===== config.mk =====
export PLATFORM = sky130hd
export DESIGN_NAME = bmtl_layout
export DESIGN_NICKNAME = d
export VERILOG_FILES = /design/src/hw/rtl/bmtl_pkg.sv /design/src/hw/rtl/bmtl_layout.sv
export SDC_FILE = /design/constraint.sdc
export NUM_CORES = 1
export LEC_CHECK = 0
export ABC_AREA = 1
export BUFFER_PORTS_ARGS = -buffer_cell sky130_fd_sc_hd__buf_4
export CORE_MARGIN = 2
export CORE_UTILIZATION = 53
export CTS_BUF_LIST = sky130_fd_sc_hd__clkbuf_4 sky130_fd_sc_hd__clkbuf_8
export CTS_CLUSTER_DIAMETER = 60
export DETAILED_ROUTE_END_ITERATION = 10
export GPL_ROUTABILITY_DRIVEN = 0
export PLACE_DENSITY = 0.81
export SLEW_MARGIN = 20
export SYNTH_ARGS = -nofsm -noshare
export SYNTH_HDL_FRONTEND = slang
export SYNTH_SLANG_ARGS = --single-unit

===== constraint.sdc =====
create_clock -name clk -period 5.7 [get_ports clk]
set_input_delay 0.855 -clock clk [delete_from_list [all_inputs] [get_ports clk]]
set_output_delay 0.855 -clock clk [all_outputs]
set_load 0.005 [all_outputs]

===== src/hw/rtl/bmtl_pkg.sv =====
// ----------------------------------------------------------------------------
// bmtl_pkg
// Shared types and constants for the bitmap text layout block.
// ----------------------------------------------------------------------------
package bmtl_pkg;

  // Item function codes (in_tuser)
  localparam logic [1:0] FUNC_WRITE  = 2'd0;
  localparam logic [1:0] FUNC_START  = 2'd1;
  localparam logic [1:0] FUNC_LAYOUT = 2'd2;

  // Configuration register indexes
  localparam logic [7:0] CFG_DEFAULT_ADVANCE = 8'd0;
  localparam logic [7:0] CFG_LINE_HEIGHT     = 8'd1;

  localparam logic [7:0] NEWLINE_CODE = 8'd10;

  localparam int IN_DATA_W  = 112;
  localparam int OUT_DATA_W = 136;

  // One input item, unpacked from the stream
  typedef struct packed {
    logic [1:0]         func;
    logic [7:0]         char_code;
    logic signed [15:0] start_x;
    logic signed [15:0] start_y;
    logic [31:0]        tint_color;
    logic [11:0]        sheet_x;
    logic [11:0]        sheet_y;
    logic [7:0]         glyph_width;
    logic [7:0]         glyph_height;
  } item_t;

  // Glyph table entry
  typedef struct packed {
    logic [11:0] sx;
    logic [11:0] sy;
    logic [7:0]  w;
    logic [7:0]  h;
  } glyph_t;

  // Registered table lookup handed to the layout stage
  typedef struct packed {
    logic   hit;
    glyph_t glyph;
  } glyph_rd_t;

  // One result item
  typedef struct packed {
    logic               draw;
    logic [11:0]        src_x;
    logic [11:0]        src_y;
    logic [7:0]         blit_width;
    logic [7:0]         blit_height;
    logic signed [15:0] dst_x;
    logic signed [15:0] dst_y;
    logic [31:0]        tint;
    logic [15:0]        extent_width;
    logic [15:0]        extent_height;
  } result_t;

endpackage


===== src/hw/rtl/bmtl_layout.sv =====
// ----------------------------------------------------------------------------
// bmtl_layout
// Layout stage: applies one item to the cursor and extent state using the
// registered glyph lookup, and holds the result in an output register.
// ----------------------------------------------------------------------------
module bmtl_layout
  import bmtl_pkg::*;
(
  input  logic      clk,
  input  logic      rst_n,
  input  logic      acc,
  input  item_t     item,
  output logic      in_ready,
  input  glyph_rd_t rd,
  input  logic [7:0] default_advance,
  input  logic [7:0] line_height,
  output logic      out_valid,
  input  logic      out_ready,
  output result_t   result
);

  logic               s1_valid_r;
  item_t              s1_item_r;
  logic               s1_adv;
  logic               out_valid_r;
  result_t            result_r;

  logic signed [15:0] cur_x_r, cur_x_nxt;
  logic signed [15:0] cur_y_r, cur_y_nxt;
  logic signed [15:0] org_x_r, org_x_nxt;
  logic [15:0]        line_w_r, line_w_nxt;
  logic [15:0]        widest_r, widest_nxt;
  logic [15:0]        text_h_r, text_h_nxt;
  logic [31:0]        tint_r, tint_nxt;
  result_t            result_nxt;

  logic [7:0]         adv;
  logic               draw;
  logic [16:0]        sum_x, sum_y, sum_w, sum_h;
  logic signed [15:0] sat_x, sat_y;
  logic [15:0]        sat_w, sat_h;

  assign s1_adv   = s1_valid_r && (!out_valid_r || out_ready);
  assign in_ready = !s1_valid_r || s1_adv;

  // Hold the item while its table read completes
  always_ff @(posedge clk) begin
    if (!rst_n) begin
      s1_valid_r <= 1'b0;
    end else if (acc) begin
      s1_valid_r <= 1'b1;
    end else if (s1_adv) begin
      s1_valid_r <= 1'b0;
    end
  end

  always_ff @(posedge clk) begin
    if (acc) begin
      s1_item_r <= item;
    end
  end

  // Saturating adds for cursor, line width and text height
  assign draw  = rd.hit && (s1_item_r.char_code != NEWLINE_CODE);
  assign adv   = draw ? rd.glyph.w : default_advance;
  assign sum_x = {cur_x_r[15], cur_x_r} + {9'd0, adv};
  assign sum_y = {cur_y_r[15], cur_y_r} + {9'd0, line_height};
  assign sum_w = {1'b0, line_w_r} + {9'd0, adv};
  assign sum_h = {1'b0, text_h_r} + {9'd0, line_height};
  assign sat_x = (!sum_x[16] && sum_x[15]) ? 16'sh7FFF : sum_x[15:0];
  assign sat_y = (!sum_y[16] && sum_y[15]) ? 16'sh7FFF : sum_y[15:0];
  assign sat_w = sum_w[16] ? 16'hFFFF : sum_w[15:0];
  assign sat_h = sum_h[16] ? 16'hFFFF : sum_h[15:0];

  // Next state and result for the item in the layout stage
  always_comb begin
    cur_x_nxt  = cur_x_r;
    cur_y_nxt  = cur_y_r;
    org_x_nxt  = org_x_r;
    line_w_nxt = line_w_r;
    widest_nxt = widest_r;
    text_h_nxt = text_h_r;
    tint_nxt   = tint_r;
    result_nxt = '0;
    result_nxt.dst_x = cur_x_r;
    result_nxt.dst_y = cur_y_r;

    unique case (s1_item_r.func)
      FUNC_START: begin
        org_x_nxt  = s1_item_r.start_x;
        cur_x_nxt  = s1_item_r.start_x;
        cur_y_nxt  = s1_item_r.start_y;
        tint_nxt   = s1_item_r.tint_color;
        line_w_nxt = '0;
        widest_nxt = '0;
        text_h_nxt = {8'd0, line_height};
        result_nxt.dst_x = s1_item_r.start_x;
        result_nxt.dst_y = s1_item_r.start_y;
      end
      FUNC_LAYOUT: begin
        if (s1_item_r.char_code == NEWLINE_CODE) begin
          widest_nxt = (line_w_r > widest_r) ? line_w_r : widest_r;
          line_w_nxt = '0;
          cur_x_nxt  = org_x_r;
          cur_y_nxt  = sat_y;
          text_h_nxt = sat_h;
        end else begin
          cur_x_nxt  = sat_x;
          line_w_nxt = sat_w;
          widest_nxt = (sat_w > widest_r) ? sat_w : widest_r;
          if (draw) begin
            result_nxt.draw        = 1'b1;
            result_nxt.src_x       = rd.glyph.sx;
            result_nxt.src_y       = rd.glyph.sy;
            result_nxt.blit_width  = rd.glyph.w;
            result_nxt.blit_height = rd.glyph.h;
          end
        end
      end
      default: begin
        // glyph writes and the unused code leave the layout state alone
      end
    endcase

    result_nxt.tint          = tint_nxt;
    result_nxt.extent_width  = (line_w_nxt > widest_nxt) ? line_w_nxt : widest_nxt;
    result_nxt.extent_height = text_h_nxt;
  end

  // Advance layout state when the item moves to the output register
  always_ff @(posedge clk) begin
    if (!rst_n) begin
      cur_x_r  <= '0;
      cur_y_r  <= '0;
      org_x_r  <= '0;
      line_w_r <= '0;
      widest_r <= '0;
      text_h_r <= '0;
      tint_r   <= '0;
    end else if (s1_adv) begin
      cur_x_r  <= cur_x_nxt;
      cur_y_r  <= cur_y_nxt;
      org_x_r  <= org_x_nxt;
      line_w_r <= line_w_nxt;
      widest_r <= widest_nxt;
      text_h_r <= text_h_nxt;
      tint_r   <= tint_nxt;
    end
  end

  // Output register
  always_ff @(posedge clk) begin
    if (!rst_n) begin
      out_valid_r <= 1'b0;
    end else if (s1_adv) begin
      out_valid_r <= 1'b1;
    end else if (out_ready) begin
      out_valid_r <= 1'b0;
    end
  end

  always_ff @(posedge clk) begin
    if (s1_adv) begin
      result_r <= result_nxt;
    end
  end

  assign out_valid = out_valid_r;
  assign result    = result_r;

endmodule


Word-level counts from Yosys, hierarchy flattened --
Cells that the tools add are included.
Word-level totals: word-level logic and storage cells 81, output and inout bits 139, ROM bits 0, memories kept 0, flip-flop bits (word level) 341, bits in latches 0, memory bits (writable) 0
Cells by class: shift operators 0, multiply operators 0, add/sub/neg operators 4, reduce and logical (&&, ||, !) cells 18, mux-type cells 25, bitwise logic cells 2, order comparisons 3, equality and inequality tests 5, div/mod/pow operators 0
Operators with widths (count):
- $mux W16 | 12
- $pmux W16 S2 | 5
- $mux W32 | 2
- $gt A16 B16 Y1 | 3
- $mux W41 | 1
- $add A16 B8 Y17 | 2
- $add A16 B9 Y17 | 2
- $eq A8 B4 Y1 const B | 1
- $mux W8 | 1
- $ne A8 B4 Y1 const B | 1
- $reduce_bool A2 Y1 | 3
- $logic_and A1 B1 Y1 | 4
- $logic_not A1 Y1 | 4
- $mux W1 | 4
- $reduce_and A2 Y1 | 2
- $reduce_and A3 Y1 | 1
- $reduce_or A3 Y1 | 1
- $eq A2 B1 Y1 const B | 1
- $eq A2 B2 Y1 const B | 1
- $logic_or A1 B1 Y1 | 2
- $ne A2 B2 Y1 const B | 1
- $not A1 Y1 | 2
- $reduce_or A2 Y1 | 1

Logic depth before layout (Yosys ltp) --
depth in word-level cells 11, gate-level depth with buffers 46, mapped depth without buffers 45

Least setup slack after synthesis --
OpenSTA, ideal clock, no wires.
kind input port to flip-flop, start point input out_ready, end point register result_r, in the netlist result[0], enable pin, stages on the path 6, data required time 5.146 ns, arrival 5.305 ns, library setup time 0.554 ns, setup slack -0.159 ns, path buffers 2, cells stage by stage inv_1 > nand2_1 > nand2_1 > inv_1 > buf_2 > buf_1
Between the ends: word-level cells in the longest chain between the ends 2
RTL lines:
- from (decl) | line bmtl_layout.sv:18 | input logic out_ready,
- $logic_or A1 B1 Y1 | line bmtl_layout.sv:43 | assign s1_adv = s1_valid_r && (!out_valid_r || out_ready);
- $logic_and A1 B1 Y1 | line bmtl_layout.sv:43
- named net s1_adv | line bmtl_layout.sv:24 | logic s1_adv;
- to (signal assigned) | line bmtl_layout.sv:164 | result_r <= result_nxt;
- to (decl) | line bmtl_layout.sv:26 | result_t result_r;
The timed path passes the listed nets, and every way through them passes these cells. A chain may end at the register's enable or synchronous reset.

==> flow_summary.ini <==
[timing]
finalCriticalPeriod_ps = 6000
setup_repair_after_global_routing_missed_its_margin = yes
fin_setup_tns_ps = -4350
max-slew-margin-rel = 0.315
timing.final.crit_share = 1.05
final_hold_viol_count = 0
final.setup_skew_ps = 31.5
setup_viol = 16
final-max-slew-violation-count = 0
holdWs_ps = 384
fin_ws_ps = -302
worst_max_slew_pin_slew_ps = 1030
max_freq_ghz = 0.167

[drt]
remaining_drc_errors = 0
drt-vias-per-instance = 5.63
routed_wire_length_per_instance_microns = 17.4
postRouteAntennaNets = 0
drt_first_pass_iters = 6
via_count = 16900
finalWirelength_microns = 52400
detail_route.iter0.violations = 1770

[placed_design]
placement.io_buffers = 273
dp_cells = 2863
detailedPlacementHpwl_microns = 33600

[yosys]
synth.largest_area_cell = sky130_fd_sc_hd__edfxtp_1
syn-mean-instance-area_sq_um = 8.35
synth_nets = 2411
ys_warn_count = 0
seq_area_frac_synth = 0.498
ys_dominant_reg_cell = sky130_fd_sc_hd__edfxtp_1
synth_cell_type_count = 50
ys_top_cells_by_area = sky130_fd_sc_hd__edfxtp_1, sky130_fd_sc_hd__dfxtp_1, sky130_fd_sc_hd__nand2_1, sky130_fd_sc_hd__inv_1, sky130_fd_sc_hd__ha_1
asr_flop_ratio_synth = 0
synth.ff_latch_count = 341
synth_cells = 2149
syn-cell-area_sq_um = 17900
synth.top_cell.area_share = 0.353
synth_edf_count = 211

[floorplanning]
fp.dieW_microns = 188
row_count = 67
i_o_pin_count = 314
start_util = 0.537
floorplan.die_area_sq_um = 35400
core_region_area_sq_um = 33400
fp.dieH_microns = 188

[worst_setup_path]
worstReg2RegEnd = result[31]$_DFFE_PP_
critical_path.max_fanout = 7
crit_required_ps = 6100
critPathLaunchType = register
critPathCapture = result[31]$_DFFE_PP_
r2r.worst_path.cells = 40
regToRegSetupSlack_ps = -300
reg2reg_from = s1_item_r[108]$_DFFE_PP_
crit_path_start = s1_item_r[108]$_DFFE_PP_
worstSetupEndpointType = register
critPathSlowestCell = sky130_fd_sc_hd__edfxtp_1
crit_path_max_incr_delay_ps = 360
endpoint_arrival_time_on_the_critical_path_ps = 6400
critical_path_class = register to register

[clocking]
clk_latency_ps = 660
htree_num_levels = 2
cts.reportedPaths.clkPinSlew_ps = 60
clock_sinks = 341
cts_tree = yes
ctsRootBufferMaster = sky130_fd_sc_hd__clkbuf_8
cts_made_buffers = 57
cts.path.max_buffers = 3

[power]
p_comb_frac = 0.209
netSwitchingFraction = 0.293
power_switching_mw = 1.88
maximum_resistive_drop_on_vdd_mv = 0.241
p_seq_frac = 0.444
p_int_mw = 4.56
p_per_area_nw_per_um2 = 278
p_leak_nw = 10.3
clkPwrFrac = 0.347

[global_route]
grt_use_total = 0.277
grt_start_max_net_pins = 76
total_overflow_reported_by_the_global_router = 0
grt_pass1_vias = 16400
antenna_violations_before_repair = 1
grt_pass1_wl_microns = 79300

[final_layout]
area_growth_from_synthesis_to_final_layout_pct = 28.9
fraction_of_final_layout_cells_sized_beyond_drive_strength_1 = 0.277
fin_cells = 3010
final_cell_mix = sky130_fd_sc_hd__nand2_1, sky130_fd_sc_hd__buf_4, sky130_fd_sc_hd__inv_1, sky130_fd_sc_hd__edfxtp_1, sky130_fd_sc_hd__a21oi_1
design.final.nets = 2775
fillCellCount = 2471
count_of_antenna_diodes_in_the_layout = 0
mostFrequentLayoutCell = sky130_fd_sc_hd__nand2_1

[hold_path]
worstHoldStart = item[52]
hold-path-cell-count = 1
min-delay-path-class = input port to register

[status]
violations = setup timing
run_status = complete, but fails checks

[flow_run]
drv_cap = 0
layout make-up:
type	count	area [sq um]	share of cell area
timing repair inverter	2	17.5	0.000757
inverter	289	1110	0.0480
multi-input combinational	1425	8280	0.358
clock inverter	20	130	0.00562
timing repair buffer	397	3050	0.132
clock buffer	88	1050	0.0453
sequential	341	8940	0.386
tap	448	561	0.0242
synth_stat cells (4+ instances only):
library cell	count
sky130_fd_sc_hd__nand3_2	5
sky130_fd_sc_hd__a21oi_1	193
sky130_fd_sc_hd__buf_2	18
sky130_fd_sc_hd__nor3_1	16
sky130_fd_sc_hd__nand2_1	512
sky130_fd_sc_hd__edfxtp_1	211
sky130_fd_sc_hd__xnor2_1	6
sky130_fd_sc_hd__ha_1	83
sky130_fd_sc_hd__nand3_1	178
sky130_fd_sc_hd__dfxtp_1	130
sky130_fd_sc_hd__o21a_1	8
sky130_fd_sc_hd__o21ai_0	167
sky130_fd_sc_hd__o22ai_2	15
sky130_fd_sc_hd__nand4_1	18
sky130_fd_sc_hd__nor2_2	4
sky130_fd_sc_hd__a31oi_1	9
sky130_fd_sc_hd__buf_1	8
sky130_fd_sc_hd__fa_1	4
sky130_fd_sc_hd__inv_2	6
sky130_fd_sc_hd__xor2_1	17
sky130_fd_sc_hd__o21bai_1	8
sky130_fd_sc_hd__nor2_1	121
sky130_fd_sc_hd__nand2_2	11
sky130_fd_sc_hd__clkbuf_1	63
sky130_fd_sc_hd__a21oi_2	10
sky130_fd_sc_hd__inv_1	282
sky130_fd_sc_hd__o211ai_1	7
power by group through the flow:
stage          Clock, mW  Sequential (mW)  Combinational [mW]
2_1_floorplan          0             2.91               0.661
6_report            2.24             2.86                1.34
3_3_place_gp           0             2.91                1.07
3_5_place_dp           0             2.91                1.11
4_1_cts             2.28             2.86                1.16
5_1_grt             2.39             2.87                1.46
worst min path at each step:
stage	to	slack (ps)
2_1_floorplan	tint_r[0]$_SDFFE_PN0P_	420
3_3_place_gp	org_x_r[12]$_SDFFE_PN0P_	430
3_5_place_dp	tint_r[31]$_SDFFE_PN0P_	440
4_1_cts	s1_item_r[43]$_DFFE_PP_	330
5_1_grt	s1_item_r[52]$_DFFE_PP_	340
6_report	s1_item_r[52]$_DFFE_PP_	380
per-stage QoR:
stage / power [mW] / utilization / worst slack [ps] / instance area, sq um
after global routing: 6.72 / 0.692 / -543 / 23100
after detailed placement: 4.02 / 0.623 / -465 / 20800
after floorplan: 3.57 / - / 18.7 / 18000
after global placement: 3.97 / 0.623 / -313 / 20800
after CTS: 6.31 / 0.666 / 2.05 / 22300
final: 6.44 / 0.692 / -302 / 23100
kinds of logic after synthesis:
family	Yosys count	share of synthesized area
compound gates	436	0.137
xor+xnor	23	0.0112
flops	341	0.498
fa+ha+maj	87	0.0623
buf+inv	383	0.0828
simple gates	879	0.209
registers in the layout, indices dropped and copies added, names as in the netlist:
signal and count:
result 137, s1_item_r 74, tint_r 32, cur_x_r 16, cur_y_r 16, line_w_r 16
org_x_r 16, text_h_r 16, widest_r 16, out_valid 1, s1_valid_r 1
layer usage:
layer  part of all wire  GRT usage  up-vias
li1                   -          -     7903
met5            0.00031          0        -
met4              0.063      0.173        2
met1               0.37      0.316     7878
met3              0.084     0.0578      272
met2               0.48      0.476      881
worst max-delay path, delay by kind of cell (launching register included):
family	cells	cell delay, ps
buffers and inverters	7	950
AOI/OAI and AO/OA	3	590
and+or+nand+nor	27	3050
DFF	1	360
adders and majority gates	3	790
what timing repair did:
item	in CTS	in global routing
resized for setup	34	161
endpoints found under the setup margin	16	16
buffers inserted	16	18
gates cloned	3	2
pin swaps	11	68
hold buffers	0	0
No activity file was read; power rests on OpenSTA's default activity.
